## config.mk

```make
export PLATFORM = sky130hd
export DESIGN_NAME = bvx_back_flat
export DESIGN_NICKNAME = d
export VERILOG_FILES = /design/src/rtl/core/bvx_pkg.sv /design/src/rtl/core/bvx_if.sv /design/src/rtl/core/bvx_back.sv /design/src/flat_wrapper.sv
export SDC_FILE = /design/constraint.sdc
export NUM_CORES = 1
export LEC_CHECK = 0
export ABC_AREA = 1
export BUFFER_PORTS_ARGS = -buffer_cell sky130_fd_sc_hd__buf_2
export CAP_MARGIN = 5
export CORE_MARGIN = 5
export CORE_UTILIZATION = 30
export DETAILED_ROUTE_END_ITERATION = 6
export MAX_ROUTING_LAYER = met4
export PLACE_DENSITY = 0.54
export SETUP_SLACK_MARGIN = 0.2
export SLEW_MARGIN = 20
export SYNTH_ARGS = -nofsm -noshare
export SYNTH_HDL_FRONTEND = slang
export SYNTH_SLANG_ARGS = --single-unit
```

## constraint.sdc

```tcl
create_clock -name clk -period 9.18 [get_ports clk]
set_clock_uncertainty 0.1 [all_clocks]
set_input_delay 0.918 -clock clk [delete_from_list [all_inputs] [get_ports clk]]
set_output_delay 0.918 -clock clk [all_outputs]
set_load 0.05 [all_outputs]
```

## src/rtl/core/bvx_pkg.sv

```systemverilog
// Shared types, constants and the slot table of the bar vertex block.
`timescale 1ns / 1ps
package bvx_pkg;
	localparam logic [4:0]  LAST_SLOT = 5'd23;
	localparam logic [30:0] HW_RESET  = 31'd655;

	// Bit positions of a slot code.
	localparam int unsigned CMB_SUB = 0;
	localparam int unsigned CMB_T2  = 1;
	localparam int unsigned CMB_P2  = 2;

	typedef logic signed [31:0] coord_t;
	typedef logic signed [33:0] off_t;

	typedef struct packed {
		coord_t [2:0] p1;
		coord_t [2:0] p2;
		off_t   [2:0] o1;
		off_t   [2:0] o2;
		logic         degen;
	} job_t;

	typedef enum logic [2:0] {
		ST_IDLE,
		ST_FIT,
		ST_CROSS,
		ST_SQ,
		ST_SQRT,
		ST_DIV,
		ST_MUL,
		ST_PUSH
	} front_state_t;

	typedef enum logic [1:0] {
		FIT_D,
		FIT_T1,
		FIT_T2
	} fit_sel_t;

	function automatic logic [2:0] slot_combo(input logic [4:0] slot);
		logic [2:0] c;
		unique case (slot)
			5'd0:  c = 3'd4;
			5'd1:  c = 3'd6;
			5'd2:  c = 3'd7;
			5'd3:  c = 3'd5;
			5'd4:  c = 3'd2;
			5'd5:  c = 3'd0;
			5'd6:  c = 3'd1;
			5'd7:  c = 3'd3;
			5'd8:  c = 3'd6;
			5'd9:  c = 3'd2;
			5'd10: c = 3'd5;
			5'd11: c = 3'd1;
			5'd12: c = 3'd0;
			5'd13: c = 3'd4;
			5'd14: c = 3'd3;
			5'd15: c = 3'd7;
			5'd16: c = 3'd7;
			5'd17: c = 3'd5;
			5'd18: c = 3'd3;
			5'd19: c = 3'd1;
			5'd20: c = 3'd0;
			5'd21: c = 3'd2;
			5'd22: c = 3'd4;
			5'd23: c = 3'd6;
			default: c = 3'd0;
		endcase
		return c;
	endfunction
endpackage

```

## src/rtl/core/bvx_if.sv

```systemverilog


interface bvx_vtx_if;
	logic               valid;
	logic               ready;
	logic [4:0]         vertex_slot;
	logic signed [31:0] corner_x;
	logic signed [31:0] corner_y;
	logic signed [31:0] corner_z;
	logic               degenerate;
	logic               last_vertex;

	modport source (output valid, vertex_slot, corner_x, corner_y, corner_z, degenerate,
		last_vertex, input ready);
	modport sink (input valid, vertex_slot, corner_x, corner_y, corner_z, degenerate,
		last_vertex, output ready);
endinterface

```

## src/rtl/core/bvx_back.sv

```systemverilog
// Back end: emits the 24 saturated corner vertices of each job.
`timescale 1ns / 1ps
module bvx_back (
	input  logic          clk,
	input  logic          arst_n,
	input  bvx_pkg::job_t job,
	input  logic          job_valid,
	output logic          job_ready,
	bvx_vtx_if.source     vtx
);
	bvx_pkg::job_t      cur_q;
	logic               cur_valid_q;
	logic [4:0]         slot_q;
	logic               out_valid_q;
	logic [4:0]         slot_out_q;
	logic signed [31:0] cx_q [3];
	logic               degen_out_q, last_out_q;
	logic               adv, last;
	logic [2:0]         combo;
	logic signed [31:0] base [3];
	logic signed [33:0] ofs  [3];
	logic signed [34:0] sum  [3];
	logic signed [31:0] sat  [3];

	assign adv       = cur_valid_q && (!out_valid_q || vtx.ready);
	assign last      = (slot_q == bvx_pkg::LAST_SLOT);
	assign job_ready = !cur_valid_q || (adv && last);

	always_comb begin
		combo = bvx_pkg::slot_combo(slot_q);
		for (int i = 0; i < 3; i++) begin
			base[i] = combo[bvx_pkg::CMB_P2] ? cur_q.p2[i] : cur_q.p1[i];
			ofs[i]  = combo[bvx_pkg::CMB_T2] ? cur_q.o2[i] : cur_q.o1[i];
			sum[i]  = combo[bvx_pkg::CMB_SUB]
				? ({{3{base[i][31]}}, base[i]} - {ofs[i][33], ofs[i]})
				: ({{3{base[i][31]}}, base[i]} + {ofs[i][33], ofs[i]});
			if (sum[i][34:31] == 4'b0000 || sum[i][34:31] == 4'b1111)
				sat[i] = sum[i][31:0];
			else
				sat[i] = sum[i][34] ? 32'sh8000_0000 : 32'sh7fff_ffff;
		end
	end

	always_ff @(posedge clk or negedge arst_n) begin
		if (!arst_n) begin
			cur_valid_q <= 1'b0;
			slot_q      <= '0;
			out_valid_q <= 1'b0;
		end else begin
			if (job_ready && job_valid) begin
				cur_valid_q <= 1'b1;
				slot_q      <= '0;
			end else if (adv) begin
				if (last) cur_valid_q <= 1'b0;
				else slot_q <= slot_q + 5'd1;
			end
			if (adv) out_valid_q <= 1'b1;
			else if (vtx.ready) out_valid_q <= 1'b0;
		end
	end

	always_ff @(posedge clk) begin
		if (job_ready && job_valid) cur_q <= job;
		if (adv) begin
			slot_out_q  <= slot_q;
			degen_out_q <= cur_q.degen;
			last_out_q  <= last;
			for (int i = 0; i < 3; i++) cx_q[i] <= sat[i];
		end
	end

	assign vtx.valid       = out_valid_q;
	assign vtx.vertex_slot = slot_out_q;
	assign vtx.corner_x    = cx_q[0];
	assign vtx.corner_y    = cx_q[1];
	assign vtx.corner_z    = cx_q[2];
	assign vtx.degenerate  = degen_out_q;
	assign vtx.last_vertex = last_out_q;
endmodule

```

## src/flat_wrapper.sv

```systemverilog
// flat-port wrapper written by rule: the top's interface ports become plain ports
module bvx_back_flat 
  (clk, arst_n, job, job_valid, job_ready, vtx_valid, vtx_vertex_slot, vtx_corner_x, vtx_corner_y, vtx_corner_z, vtx_degenerate, vtx_last_vertex, vtx_ready);
  bvx_vtx_if vtx_i ();
  input  logic clk;
  input  logic arst_n;
  input  bvx_pkg::job_t job;
  input  logic job_valid;
  output logic job_ready;
  output wire logic [$bits(vtx_i.valid)-1:0] vtx_valid;
  output wire logic [$bits(vtx_i.vertex_slot)-1:0] vtx_vertex_slot;
  output wire logic [$bits(vtx_i.corner_x)-1:0] vtx_corner_x;
  output wire logic [$bits(vtx_i.corner_y)-1:0] vtx_corner_y;
  output wire logic [$bits(vtx_i.corner_z)-1:0] vtx_corner_z;
  output wire logic [$bits(vtx_i.degenerate)-1:0] vtx_degenerate;
  output wire logic [$bits(vtx_i.last_vertex)-1:0] vtx_last_vertex;
  input wire logic [$bits(vtx_i.ready)-1:0] vtx_ready;
  assign vtx_valid = vtx_i.valid;
  assign vtx_vertex_slot = vtx_i.vertex_slot;
  assign vtx_corner_x = vtx_i.corner_x;
  assign vtx_corner_y = vtx_i.corner_y;
  assign vtx_corner_z = vtx_i.corner_z;
  assign vtx_degenerate = vtx_i.degenerate;
  assign vtx_last_vertex = vtx_i.last_vertex;
  assign vtx_i.ready = vtx_ready;
  bvx_back u_core (.clk(clk), .arst_n(arst_n), .job(job), .job_valid(job_valid), .job_ready(job_ready), .vtx(vtx_i));
endmodule
```

==> results.sh <==
export IMPL_grt_pass1_vias=21336
export IMPL_drive_above_1_share_pct=22.3
export IMPL_start_util_pct=30.1
export IMPL_hold_viol_final=0
export IMPL_yosysTopAreaCell="edfxtp_1"
export IMPL_whs_ns=0.335
export IMPL_dr_total_vias=21683
export IMPL_wl_per_cell_um=19.7
export IMPL_grt_usage_pct=18.4
export IMPL_synthFlopType="edfxtp_1"
export IMPL_cts_resized=0
export IMPL_grt_ovfl_total=0
export IMPL_rsz0062_at_grt="no"
export IMPL_firstDrtPassIters=5
export IMPL_insertion_delay_ns=0.65
export IMPL_yosys_warnings=0
export IMPL_maxCapViolCount=0
export IMPL_clk_path_buf_depth=3
export IMPL_pin_count=506
export IMPL_ant_nets=0
export IMPL_syn_nets=3354
export IMPL_fmax_ghz=0.149
export IMPL_synth_edff_count=500
export IMPL_setup_violations=0
export IMPL_hpwlAfterDp_mm=73.2
export IMPL_numCtsBuffers=59
export IMPL_grt_pass1_wl_mm=133
export IMPL_critPathArrivalTime_ns=6.98
export IMPL_synth_cells_most_frequent="nand2_1, edfxtp_1, inv_1"
export IMPL_syn_to_final_growth_pct=20.7
export IMPL_slew_violations=0
export IMPL_antenna_found_initial=14
export IMPL_drtIter0Drc=1758
export IMPL_yosysMostFrequentCell="nand2_1"
export IMPL_setup_tns_ns=0
export IMPL_yosysUniqueCellTypes=53
export IMPL_cpMaxStageDelayCell="nand2_4"
export IMPL_syn_area_um2=27900
export IMPL_timing_final_crit_share_pct=73.1
export IMPL_cts_tree="done"
export IMPL_die_h_um=315
export IMPL_hold_path_class="reg2reg"
export IMPL_portBuffers=505
export IMPL_drt_wl_total_mm=92.0
export IMPL_ys_seq_area_share_pct=54.4
export IMPL_clockRootBuffer="clkbuf_16"
export IMPL_routed_via_density=4.64
export IMPL_tightest_slew_ns=0.977
export IMPL_final_nets=3872
export IMPL_dieWidth_um=315
export IMPL_grt_start_max_net_pins=138
export IMPL_synth_area_leaders="edfxtp_1, nand2_1, ha_1"
export IMPL_clkSinkCount=507
export IMPL_critical_path_peak_fanout=71
export IMPL_relSlewSlack_pct=34.2
export IMPL_reg2reg_slack_ns=2.47
export IMPL_synthArstFlopShare_pct=1.38
export IMPL_dieArea_um2=99300
export IMPL_core_area_um2=92900
export IMPL_gp_congestion=0.923
export IMPL_cp_end_kind="flop"
export IMPL_route_detailed_drc=0
export IMPL_finalCriticalPeriod_ns=6.71
export IMPL_cp_common_cell="nand2_1"
export IMPL_num_rows=112
export IMPL_syn_inst=2843
export IMPL_clk_pin_slew_ns=0.06
export IMPL_synth_top_area_share_pct=53.7
export IMPL_avgSynthCellArea_um2=9.83
export IMPL_setup_worst_path_class="reg2reg"
export IMPL_ys_ff_latch=507
export IMPL_htreeDepth=2
export IMPL_max_stage_delay_ns=0.63
export IMPL_crit_path_start_kind="flop"
export IMPL_crit_required_ns=9.45
export IMPL_outcome="finished, final reports clean"
routing by layer:
layer | up-vias | global-route usage, % | share of wire (%)
li1 | 10733 | - | -
met1 | 10161 | 24.4 | 44
met2 | 687 | 29.1 | 47
met3 | 102 | 3.08 | 6.5
met4 | 0 | 5.21 | 2.3
met5 | - | - | 0
repair_timing:
| action | 4_1_cts | 5_1_grt |
|---|---|---|
| setup buffers | 0 | 0 |
| endpoints found under the hold margin | 7 | 0 |
| hold buffers | 1 | 0 |
per-stage QoR:
step | setup slack [ns] | util [%] | cells | area, µm²
2_1_floorplan | 0.563 | - | 2843 | 27900
3_3_place_gp | 2.49 | 34.2 | 4553 | 31800
3_5_place_dp | 2.50 | 34.2 | 4553 | 31800
4_1_cts | 2.44 | 36.3 | 4662 | 33700
5_1_grt | 1.80 | 36.3 | 4671 | 33700
6_report | 2.47 | 36.3 | 4672 | 33700
state kept, by name, indices dropped and copies added, names as in the netlist:
signal,cells
u_core.cur_q,397
u_core.vtx.valid,1
u_core.cur_valid_q,1
u_core.cx_q,96
u_core.vtx.degenerate,1
u_core.vtx.last_vertex,1
u_core.vtx.vertex_slot,5
u_core.slot_q,5
critical path: cells and delay by family (launching register included):
family	cells	cell delay, ns
flops	1	0.42
xor+xnor	1	0.25
simple gates	17	3.70
buf+inv	3	0.32
compound gates	5	0.92
fa+ha+maj	2	0.68
layout by cell type (no fill, tap or decap), types with 87 or more instances in the layout:
cell type and instances:
xor2_1 131, o21ai_0 100, inv_1 245, ha_1 107, mux2_2 87, nor2_1 236
a21oi_1 105, nand2_1 830, nand3_1 111, buf_2 505, edfxtp_1 500
logic make-up (layout without fill, tap and decap cells):
logic type	Yosys count	count (layout)	synth area share, %
other	0	10	0
and+or+nand+nor	1299	1299	19.3
buffers and inverters	320	885	4.88
DFF	507	507	54.4
xor gates and xnor gates	180	180	5.64
adders and majority gates	110	110	5.01
muxes	90	90	3.61
AOI/OAI and AO/OA	337	337	7.14
cell type report:
class                   instances  area (µm²)
fillers                      9483       59200
inverters                     255         961
clock inverters                37         324
clock buffers                  71        1560
flip-flops and latches        507       15200
repair buffers                522        2670
multi-input cells            2016       11400
well taps                    1254        1570
diodes                         10        25.0
worst paths after layout:
| path | start | to | cells after the start |
|---|---|---|---|
| max | u_core.slot_q[0] | u_core.cx_q[0][79] | 28 |
| min | u_core.cur_q[0] | u_core.vtx.degenerate | 0 |
| max reg2reg | u_core.slot_q[0] | u_core.cx_q[0][79] | 28 |
| min reg2reg | u_core.cur_q[0] | u_core.vtx.degenerate | 0 |
| max in group asynchronous | arst_n | u_core.cur_valid_q | 2 |
| min in group asynchronous | arst_n | u_core.slot_q[1] | 2 |
Power is not shown: default switching activity piles up to over one toggle a cycle in this logic, so the estimate is an artifact.
