File: src/rtl/core/bvx_pkg.sv
// Shared types, constants and the slot table of the bar vertex block.
`timescale 1ns / 1ps
package bvx_pkg;
	localparam logic [4:0]  LAST_SLOT = 5'd23;
	localparam logic [30:0] HW_RESET  = 31'd655;

	// Bit positions of a slot code.
	localparam int unsigned CMB_SUB = 0;
	localparam int unsigned CMB_T2  = 1;
	localparam int unsigned CMB_P2  = 2;

	typedef logic signed [31:0] coord_t;
	typedef logic signed [33:0] off_t;

	typedef struct packed {
		coord_t [2:0] p1;
		coord_t [2:0] p2;
		off_t   [2:0] o1;
		off_t   [2:0] o2;
		logic         degen;
	} job_t;

	typedef enum logic [2:0] {
		ST_IDLE,
		ST_FIT,
		ST_CROSS,
		ST_SQ,
		ST_SQRT,
		ST_DIV,
		ST_MUL,
		ST_PUSH
	} front_state_t;

	typedef enum logic [1:0] {
		FIT_D,
		FIT_T1,
		FIT_T2
	} fit_sel_t;

	function automatic logic [2:0] slot_combo(input logic [4:0] slot);
		logic [2:0] c;
		unique case (slot)
			5'd0:  c = 3'd4;
			5'd1:  c = 3'd6;
			5'd2:  c = 3'd7;
			5'd3:  c = 3'd5;
			5'd4:  c = 3'd2;
			5'd5:  c = 3'd0;
			5'd6:  c = 3'd1;
			5'd7:  c = 3'd3;
			5'd8:  c = 3'd6;
			5'd9:  c = 3'd2;
			5'd10: c = 3'd5;
			5'd11: c = 3'd1;
			5'd12: c = 3'd0;
			5'd13: c = 3'd4;
			5'd14: c = 3'd3;
			5'd15: c = 3'd7;
			5'd16: c = 3'd7;
			5'd17: c = 3'd5;
			5'd18: c = 3'd3;
			5'd19: c = 3'd1;
			5'd20: c = 3'd0;
			5'd21: c = 3'd2;
			5'd22: c = 3'd4;
			5'd23: c = 3'd6;
			default: c = 3'd0;
		endcase
		return c;
	endfunction
endpackage

File: src/rtl/core/bvx_queue.sv
// Job queue between the front end and the vertex emitter.
`timescale 1ns / 1ps
module bvx_queue #(
	parameter int unsigned DEPTH = 2
) (
	input  logic          clk,
	input  logic          arst_n,
	input  bvx_pkg::job_t in_job,
	input  logic          in_valid,
	output logic          in_ready,
	output bvx_pkg::job_t out_job,
	output logic          out_valid,
	input  logic          out_ready
);
	localparam int unsigned PTR_W = (DEPTH > 1) ? $clog2(DEPTH) : 1;
	localparam int unsigned CNT_W = $clog2(DEPTH + 1);

	bvx_pkg::job_t    mem_q [DEPTH];
	logic [PTR_W-1:0] wr_q, rd_q;
	logic [CNT_W-1:0] cnt_q;
	logic             push, pop;

	assign in_ready  = (cnt_q != CNT_W'(DEPTH));
	assign out_valid = (cnt_q != '0);
	assign out_job   = mem_q[rd_q];
	assign push      = in_valid && in_ready;
	assign pop       = out_valid && out_ready;

	always_ff @(posedge clk or negedge arst_n) begin
		if (!arst_n) begin
			wr_q  <= '0;
			rd_q  <= '0;
			cnt_q <= '0;
		end else begin
			if (push) wr_q <= (wr_q == PTR_W'(DEPTH - 1)) ? '0 : wr_q + 1'b1;
			if (pop)  rd_q <= (rd_q == PTR_W'(DEPTH - 1)) ? '0 : rd_q + 1'b1;
			if (push && !pop) cnt_q <= cnt_q + 1'b1;
			else if (pop && !push) cnt_q <= cnt_q - 1'b1;
		end
	end

	always_ff @(posedge clk) begin
		if (push) mem_q[wr_q] <= in_job;
	end
endmodule

File: config.mk
export PLATFORM = sky130hd
export DESIGN_NAME = bvx_queue
export DESIGN_NICKNAME = d
export VERILOG_FILES = /design/src/rtl/core/bvx_pkg.sv /design/src/rtl/core/bvx_queue.sv
export SDC_FILE = /design/constraint.sdc
export NUM_CORES = 1
export LEC_CHECK = 0
export BUFFER_PORTS_ARGS = -buffer_cell sky130_fd_sc_hd__buf_2
export CAP_MARGIN = 20
export CORE_AREA = 2 2 312 314
export DETAILED_ROUTE_END_ITERATION = 8
export DIE_AREA = 0 0 314 316
export HOLD_SLACK_MARGIN = 0.02
export PLACE_DENSITY = 0.58
export SLEW_MARGIN = 30
export SYNTH_ARGS = -nofsm -noshare
export SYNTH_HDL_FRONTEND = slang
export SYNTH_SLANG_ARGS = --single-unit
File: constraint.sdc
create_clock -name clk -period 18.3 [get_ports clk]
set_input_delay 0 -clock clk [delete_from_list [all_inputs] [get_ports clk]]
set_output_delay 0 -clock clk [all_outputs]
set_load 0.02 [all_outputs]
==> flow_summary.toml, run 1 <==
[critical_path]
cp_cell_sequence = "nand2b_1 -> nand2_1 -> nor2_4 -> buf_6 -> buf_4 -> buf_4 -> buf_6"
crit_path_start_kind = "flop"
cpPeakStageDelay_ns = 0.80
crit_required_ns = 18.56
reg2reg_depth = 7
cp_num_cells = 7
endpoint_kind = "flop"
critPathTopFamily = "buffers and inverters"
cp_slowest_cell = "buf_4"
critPathArrivalTime_ns = 4.44
cp_max_fo = 74
critPathBufInv = 4
critical_path_class = "reg2reg"

[placement]
globalplace.congestion = 0.7755
dp.final_hpwl_mm = 48.31
port-buffer-count = 799
post-place-ws_ns = 13.67
placed_area_um2 = 35410

[drt]
drt_iter0_markers = 986
ant_nets = 0
drc = 0
wl_mm = 73.02
route.vias.total = 16630
routedWlPerCell_um = 18.71
dr.pass1.iters = 4
vias_per_cell = 4.262

[die]
rows = 114
die_h_um = 316
start_util_pct = 31.37
core_um2 = 95990
io_pins = 800
dieArea_um2 = 99220
die-width_um = 314

[yosys]
netlist_area_um2 = 30120
yosysSeqAreaShare_pct = 79.50
yosysUniqueCellTypes = 17
avgSynthCellArea_um2 = 24.04
yosys_warnings = 0
synth-seq-cells = 798
synthCells = 1253
syn_nets = 1655

[timing]
slew_violations = 0
max_slew_margin_pct = 33.83
fmax_ghz = 0.2392
fin_crit_sh_pct = 22.85
skew_ns = 0.01959
rsz0062_at_grt = "no"
setup_viol = 0
worst_slew_pin_slew_ns = 0.9925
hold_violations = 0
tns_ns = 0
setup_ws_ns = 14.12
period_needed_ns = 4.181

[clock_network]
tritoncts = "done"
htree_levels = 3
clock_tree.root_cell = "clkbuf_16"
cts_made_buffers = 86
insertion_delay_ns = 0.64
clock-sinks = 798
cts_buffer_depth = 3
cts_resized = 0
cts_hold_buf = 442
clk_pin_slew_worst_paths_ns = 0.06
cts_setup_buffers = 0

[grt]
track_usage_pct = 14.09
grt_max_degree = 152
grt_pass1_vias = 18330
grt_pass1_wl_mm = 106.6
antenna_found_initial = 2
overflow = 0

[finish]
area_delta_synth_final_pct = 41.75
final_common_cell = "buf_2"
multiInputGateArea_um2 = 5699
nNetsFinal = 2957
ff_latch_area_um2 = 23950
final_area_um2 = 42690
fillers = 8301
final_cell_mix = "buf_2, edfxtp_1, dlygate4sd3_1"
drive_above_1_share_pct = 50.74

[power]
p_total_mw = 6.709
internal-power_mw = 4.525
clockPowerShare_pct = 25.7
p_leak_nw = 16.77
pwr-share-seq_pct = 39.0
p_sw_share_pct = 32.55
comb_power_share_pct = 35.3
ir_drop_mv = 0.1263
p_switching_mw = 2.184
powerDensity_nw_per_um2 = 157.1

[job]
cap_violations = 0

[run_status]
status = "completed"

[min_path]
holdPathStages = 2
worstHoldPathType = "in2reg"
final cells by class:
cell class | instances | area share (%)
timing repair buffer | 1258 | 20.23
clock inverter | 53 | 1.210
multi-input combinational | 410 | 13.35
antenna | 1 | 0.005862
tap | 1276 | 3.740
sequential | 798 | 56.09
inverter | 1 | 0.008793
clock buffer | 105 | 5.358
stage by stage:
stage / cells / utilization, % / hold WS (ns)
after floorplan: 1253 / - / -0.2956
after global placement: 3299 / 36.86 / -0.1892
after detailed placement: 3300 / 36.89 / -0.1833
after CTS: 3900 / 44.42 / 0.02000
after global routing: 3902 / 44.47 / 0.04440
final: 3902 / 44.47 / 0.08679
Yosys cell counts, drive strengths merged:
cell type,n,share of area (%)
edfxtp,794,79
mux2,397,19
buf,44,1.6
dfrtp,4,0.33
xnor2,3,0.087
nand2,2,0.025
nor2,2,0.025
xor2,2,0.058
and3,1,0.021
ha,1,0.042
inv,1,0.012
nand2b,1,0.021
or2,1,0.021
routing by layer:
layer | global-route usage (%) | wire, um | up-vias
met4 | 5.481 | 2076 | 0
met3 | 4.283 | 5292 | 116
li1 | - | - | 7625
met2 | 26.01 | 39340 | 598
met1 | 14.98 | 26310 | 8293
met5 | 0 | 0 | -
registers in the layout, summed over array words and instances (netlist names):
signal  cells
mem_q     794
cnt_q       2
rd_q        1
wr_q        1
worst register-to-register path: stages, from the launching register on:
cell      delay (ns)
dfrtp_1         0.42
nand2b_1        0.19
nand2_1         0.17
nor2_4          0.12
buf_6           0.57
buf_4           0.73
buf_4           0.82
buf_6           0.72
power groups by stage:
stage | Clock [mW] | Combinational, mW | Sequential [mW]
floorplan | 0 | 1.67 | 2.79
global placement | 0 | 2.30 | 2.64
detailed placement | 0 | 2.31 | 2.66
CTS | 1.77 | 2.39 | 2.63
global route | 1.84 | 2.49 | 2.66
finish | 1.72 | 2.37 | 2.62
worst paths after layout:
kind	slack [ns]	from	end
min in group asynchronous	0.30	arst_n	cnt_q[0]
max reg2reg	14.12	cnt_q[0]	mem_q[0][303]
min	0.09	in_job[90]	mem_q[0][90]
max	14.12	cnt_q[0]	mem_q[0][303]
min reg2reg	0.50	cnt_q[1]	cnt_q[1]
max in group asynchronous	17.80	arst_n	rd_q
logic make-up (layout without fill, tap and decap cells):
group / after synthesis / in the layout / share of synthesized area, %
buffers and inverters: 45 / 1417 / 1.616
multiplexers: 397 / 397 / 18.58
adder cells (fa/ha/maj): 1 / 1 / 0.04154
flip-flops: 798 / 798 / 79.50
XOR/XNOR: 5 / 5 / 0.1454
other: 0 / 1 / 0
AND/OR/NAND/NOR: 7 / 7 / 0.1122
No activity file was read; power rests on OpenSTA's default activity.
==> inputs of run 2 (changes only) <==
--- a/config.mk
+++ b/config.mk
@@ -7,11 +7,11 @@
 export LEC_CHECK = 0
 export BUFFER_PORTS_ARGS = -buffer_cell sky130_fd_sc_hd__buf_2
 export CAP_MARGIN = 20
-export CORE_AREA = 2 2 312 314
+export CORE_AREA = 2 2 308 310
 export DETAILED_ROUTE_END_ITERATION = 8
-export DIE_AREA = 0 0 314 316
+export DIE_AREA = 0 0 310 312
 export HOLD_SLACK_MARGIN = 0.02
-export PLACE_DENSITY = 0.58
+export PLACE_DENSITY = 0.57
 export SLEW_MARGIN = 30
 export SYNTH_ARGS = -nofsm -noshare
 export SYNTH_HDL_FRONTEND = slang
==> constraint.sdc (replaced) <==
create_clock -name clk -period 4.2 [get_ports clk]
set_input_delay 0 -clock clk [delete_from_list [all_inputs] [get_ports clk]]
set_output_delay 0 -clock clk [all_outputs]
set_load 0.02 [all_outputs]
==> run 2 against run 1 <==
Effect of this change: via count up 0.26%; core utilization is 1.4 points higher; clock skew grew 0.0046 ns; worst setup slack got worse by 13 ns; non-clock buffer count rose by 9; combinational power increased to 4.5 times the previous value; cell area hardly changed; sequential share of layout area about the same; sequential power grew to 4.4 times the previous value; clock-buffer cell count rose by 6; routed wire length up 1.7%; final cell count shrank 0.41%; largest cell class unchanged.
==> flow_summary.toml, run 2 (synthesis gave the netlist of run 1 again) <==
[run_status]
status = "completed"

[clock_network]
cts_hold_buf = 429
clock-sinks = 798
htree_levels = 3
cts_buffer_depth = 3
insertion_delay_ns = 0.64
clock_tree.root_cell = "clkbuf_16"
tritoncts = "done"
cts_resized = 0
cts_setup_buffers = 0
clk_pin_slew_worst_paths_ns = 0.06
cts_made_buffers = 88

[power]
p_total_mw = 29.22
p_switching_mw = 9.615
internal-power_mw = 19.60
comb_power_share_pct = 36.2
p_leak_nw = 16.84
p_sw_share_pct = 32.91
powerDensity_nw_per_um2 = 684.1
clockPowerShare_pct = 24.9
pwr-share-seq_pct = 38.9
ir_drop_mv = 0.4559

[timing]
fmax_ghz = 0.3479
fin_crit_sh_pct = 68.45
whs_ns = 0.07557
worst_slew_pin_slew_ns = 0.8792
slew_violations = 0
skew_ns = 0.02422
period_needed_ns = 2.875
tns_ns = 0
max_slew_margin_pct = 41.39
hold_violations = 0
setup_viol = 0
setup_ws_ns = 1.325
rsz0062_at_grt = "no"

[drt]
highest_layer = "met4"
met1_length_mm = 27.18
drc = 0
route.vias.total = 16680
wl_met2_mm = 40.50
dr.pass1.iters = 4
vias_per_cell = 4.291
drt_iter0_markers = 938
wl_mm = 74.26
ant_nets = 0
routedWlPerCell_um = 19.11
met3WireLength_mm = 4.567

[min_path]
holdPathStages = 2
worstHoldPathType = "in2reg"

[die]
dieArea_um2 = 96720
die_h_um = 312
die-width_um = 310
rows = 112
start_util_pct = 32.37
io_pins = 800
core_um2 = 93050

[finish]
nNetsFinal = 2968
top_regs = "mem_q (794), cnt_q (2)"
largest_reg_flops = 794
final_cell_mix = "buf_2, edfxtp_1, dlygate4sd3_1"
drive_above_1_share_pct = 51.58
final_common_cell = "buf_2"
regMostFlops = "mem_q"
area_delta_synth_final_pct = 41.82
fin_cells = 3886

[placement]
dp.final_hpwl_mm = 50.13
globalplace.congestion = 0.7853
post-place-ws_ns = 1.818
place_inst = 3299
port-buffer-count = 799

[critical_path]
reg2reg_depth = 4
crit_path_start_kind = "flop"
critPathArrivalTime_ns = 2.87
crit_required_ns = 4.20
critical_path_class = "reg2out"
endpoint_kind = "primary output"
cp_max_fo = 37

[grt]
grt_max_degree = 145
grt_pass1_vias = 18450
antenna_found_initial = 3
track_usage_pct = 14.75
grt_pass1_wl_mm = 108.3
overflow = 0

[job]
cap_violations = 0
==> run 2: cell types whose count changed in the layout (fill, tap and decap cells not counted), moves of 2 or more <==
cell           change
buf_4             +21
dlygate4sd3_1     -13
buf_12             +9
clkinv_1           -9
buf_6              -8
bufinv_16          -5
clkbuf_1           +5
clkinv_2           +3
clkinvlp_4         -2
==> run 2: through the flow <==
| stage | cell area [um2] | util [%] |
|---|---|---|
| after floorplan | 30140 | - |
| after global placement | 35650 | 38.31 |
| after detailed placement | 35650 | 38.31 |
| after CTS | 42660 | 45.85 |
| after global routing | 42710 | 45.90 |
| final | 42710 | 45.90 |
==> run 2: layout make-up <==
class / count / area [um2]
Inverter: 1 / 3.754
Clock inverter: 44 / 389.1
Clock buffer: 111 / 2331
Antenna cell: 1 / 2.502
Tap cell: 1254 / 1569
Multi-Input combinational cell: 410 / 5714
Sequential cell: 798 / 23950
Fill cell: 8021 / 50340
Timing Repair Buffer: 1267 / 8756
==> run 2: per-layer routing <==
metal / vias to the layer above / global-route usage, %
met4: 0 / 5.040
met2: 538 / 27.93
met3: 110 / 3.960
li1: 7657 / -
met5: - / 0
met1: 8370 / 15.53
==> run 2: worst max-delay path, stage by stage (launching register included) <==
cell	delay (ns)
dfrtp_4	0.84
buf_12	0.32
buf_4	0.44
mux2_2	0.40
buf_2	0.16
==> run 2: final timing paths <==
check,start,to,slack [ns]
setup / recovery,rd_q,out_job[348],1.33
hold / removal,in_job[118],mem_q[0][118],0.08
setup reg to reg,cnt_q[0],mem_q[1][59],1.95
hold reg to reg,wr_q,wr_q,0.56
max in group asynchronous,arst_n,rd_q,3.72
min in group asynchronous,arst_n,wr_q,0.26
==> run 2: power by group through the flow <==
stage | Sequential [mW] | Combinational, mW | Clock, mW
global placement | 11.4 | 10.2 | 0
detailed placement | 11.5 | 10.3 | 0
finish | 11.4 | 10.6 | 7.27
floorplan | 11.7 | 7.31 | 0
CTS | 11.4 | 10.7 | 7.46
global route | 11.5 | 11.1 | 7.78
==> inputs of run 3 (changes only) <==
--- a/config.mk
+++ b/config.mk
@@ -5,13 +5,14 @@
 export SDC_FILE = /design/constraint.sdc
 export NUM_CORES = 1
 export LEC_CHECK = 0
+export ABC_AREA = 1
 export BUFFER_PORTS_ARGS = -buffer_cell sky130_fd_sc_hd__buf_2
 export CAP_MARGIN = 20
-export CORE_AREA = 2 2 308 310
+export CORE_AREA = 2 2 312 314
 export DETAILED_ROUTE_END_ITERATION = 8
-export DIE_AREA = 0 0 310 312
+export DIE_AREA = 0 0 314 316
 export HOLD_SLACK_MARGIN = 0.02
-export PLACE_DENSITY = 0.57
+export PLACE_DENSITY = 0.55
 export SLEW_MARGIN = 30
 export SYNTH_ARGS = -nofsm -noshare
 export SYNTH_HDL_FRONTEND = slang
==> constraint.sdc (replaced) <==
create_clock -name clk -period 3 [get_ports clk]
set_input_delay 0 -clock clk [delete_from_list [all_inputs] [get_ports clk]]
set_output_delay 0 -clock clk [all_outputs]
set_load 0.02 [all_outputs]
==> run 3 against run 2 <==
Effect of this change: first-iteration DRC count grew 53%; non-clock buffer count shrank 25; worst hold slack improved by 0.0061 ns; sequential cell count unchanged; global-route usage up 0.44 points; via count increased by 19%; register-to-register slack worse by 0.87 ns; power rose by 41%; worst setup slack worse by 0.88 ns; final cell count up 21%; critical path type unchanged; largest cell class unchanged.
==> flow_summary.toml, run 3 <==
[timing]
period_needed_ns = 2.551
skew_ns = 0.02300
rsz0062_at_grt = "no"
fin_crit_sh_pct = 85.05
setup_ws_ns = 0.4486
worst_slew_pin_slew_ns = 1.078
slew_violations = 0
fmax_ghz = 0.3919
tns_ns = 0
hold_violations = 0
setup_viol = 0
max_slew_margin_pct = 28.16

[drt]
ant_nets = 0
wl_met2_mm = 40.74
drc = 0
dr.pass1.iters = 5
met1_length_mm = 29.03
drt_iter0_markers = 1434
vias_per_cell = 4.219
wl_mm = 79.03
route.vias.total = 19810
routedWlPerCell_um = 16.83
met3WireLength_mm = 6.519
highest_layer = "met5"

[critical_path]
crit_path_start_kind = "flop"
endpoint_kind = "primary output"
critical_path_class = "reg2out"
reg2reg_depth = 6
regToRegStartpoint = "cnt_q[0]"
cp_max_fo = 159
cp-startpoint = "rd_q"
critPathArrivalTime_ns = 2.55
crit_required_ns = 3.00

[grt]
grt_pass1_wl_mm = 114.2
grt_max_degree = 160
antenna_found_initial = 9
grt_pass1_vias = 19700
overflow = 0
track_usage_pct = 15.19

[die]
die_h_um = 316
rows = 114
die-width_um = 314
start_util_pct = 30.22
dieArea_um2 = 99220
io_pins = 800
core_um2 = 95990

[yosys]
synth-seq-cells = 798
synthTopCellsByCount = "nand2_1, edfxtp_1, buf_2, buf_4, inv_1"
async_reset_ff_share_pct = 0.5013
synth-edff-count = 794
yosys_warnings = 0
yosysSeqAreaShare_pct = 82.54
yosys.area.top_type_share_pct = 82.19
syn_nets = 2504
netlist_area_um2 = 29010
synth_top_area_cell = "edfxtp_1"
ys.flop_type = "edfxtp_1"
synthCells = 2102
synth.most_common_cell = "nand2_1"
avgSynthCellArea_um2 = 13.80
synth.area.top_cells = "edfxtp_1, nand2_1, buf_2"
yosysUniqueCellTypes = 13

[finish]
drive_above_1_share_pct = 28.10
largest_reg_flops = 794
final_cell_mix = "nand2_1, buf_2, edfxtp_1"
fillers = 8772
area_delta_synth_final_pct = 43.26
top_regs = "mem_q (794), cnt_q (2)"
ff_latch_area_um2 = 23950
final_common_cell = "nand2_1"
final_area_um2 = 41560
multiInputGateArea_um2 = 4592
regMostFlops = "mem_q"
fin_util_pct = 43.29
nNetsFinal = 3749

[clock_network]
cts_setup_buffers = 0
insertion_delay_ns = 0.63
cts_resized = 0
cts_hold_buf = 412
tritoncts = "done"
clock-sinks = 798
cts_made_buffers = 89
cts_buffer_depth = 3
htree_levels = 3
clk_pin_slew_worst_paths_ns = 0.06
clock_tree.root_cell = "clkbuf_16"

[min_path]
worstHoldPathType = "in2reg"
min-delay-start = "in_job[284]"
holdPathStages = 2

[power]
p_total_mw = 41.10
p_leak_nw = 17.56
ir_drop_mv = 0.9417
powerDensity_nw_per_um2 = 988.9

[run_status]
status = "completed"

[placement]
placed_area_um2 = 34630
post-place-ws_ns = 1.091
dp.final_hpwl_mm = 51.84
port-buffer-count = 799
globalplace.congestion = 0.8124

[job]
cap_violations = 0
## run 3: per-layer routing
metal | up-vias | global-route usage [%]
li1 | 9635 | -
met1 | 9371 | 16.62
met2 | 643 | 26.76
met3 | 148 | 5.621
met4 | 12 | 5.872
met5 | - | 0
## run 3: area by class of cell
cell class                 instances  area share, %
tap                             1276          3.842
clock inverter                    52          1.003
timing repair buffer            1242          20.65
antenna                            3        0.01806
multi-input combinational       1209          11.05
inverter                           7        0.08129
sequential                       798          57.62
clock buffer                     108          5.736
## run 3: logic make-up (layout without fill, tap and decap cells)
| family | count (synthesis) | after routing | share of synthesized area (%) |
|---|---|---|---|
| buffers and inverters | 95 | 1409 | 1.738 |
| other | 0 | 3 | 0 |
| flip-flops | 798 | 798 | 82.54 |
| XOR/XNOR | 2 | 2 | 0.06039 |
| adder cells (fa/ha/maj) | 1 | 1 | 0.04312 |
| AND/OR/NAND/NOR | 1206 | 1206 | 15.62 |
## run 3: per-stage QoR
stage / cells / hold slack (ns)
after detailed placement: 4120 / -0.1708
after global routing: 4695 / 0.03456
after global placement: 4120 / -0.1740
after floorplan: 2102 / -0.2956
final: 4695 / 0.08169
after CTS: 4692 / 0.02041
## run 3: final timing paths
| check | endpoint | slack [ns] |
|---|---|---|
| worst max-delay path | out_job[126] | 0.45 |
| worst min-delay path | mem_q[1][284] | 0.08 |
| worst max register to register | mem_q[0][131] | 1.08 |
| worst min register to register | cnt_q[0] | 0.52 |
| max in group asynchronous | rd_q | 2.46 |
| min in group asynchronous | cnt_q[1] | 0.33 |
## run 3: critical path, stage by stage, from the launching register on
cell and delay, ns:
dfrtp_4 0.50, buf_12 0.38, nand2_1 0.35, nand2_1 0.15, buf_2 0.17
## run 3: power breakdown
part	leakage (nW)	internal, mW	switching [mW]	total [mW]
clock network	1.37	6.15	4.25	10.4
registers	7.43	15.2	0.523	15.7
logic	8.75	4.13	10.8	14.9
total	17.6	25.5	15.6	41.1
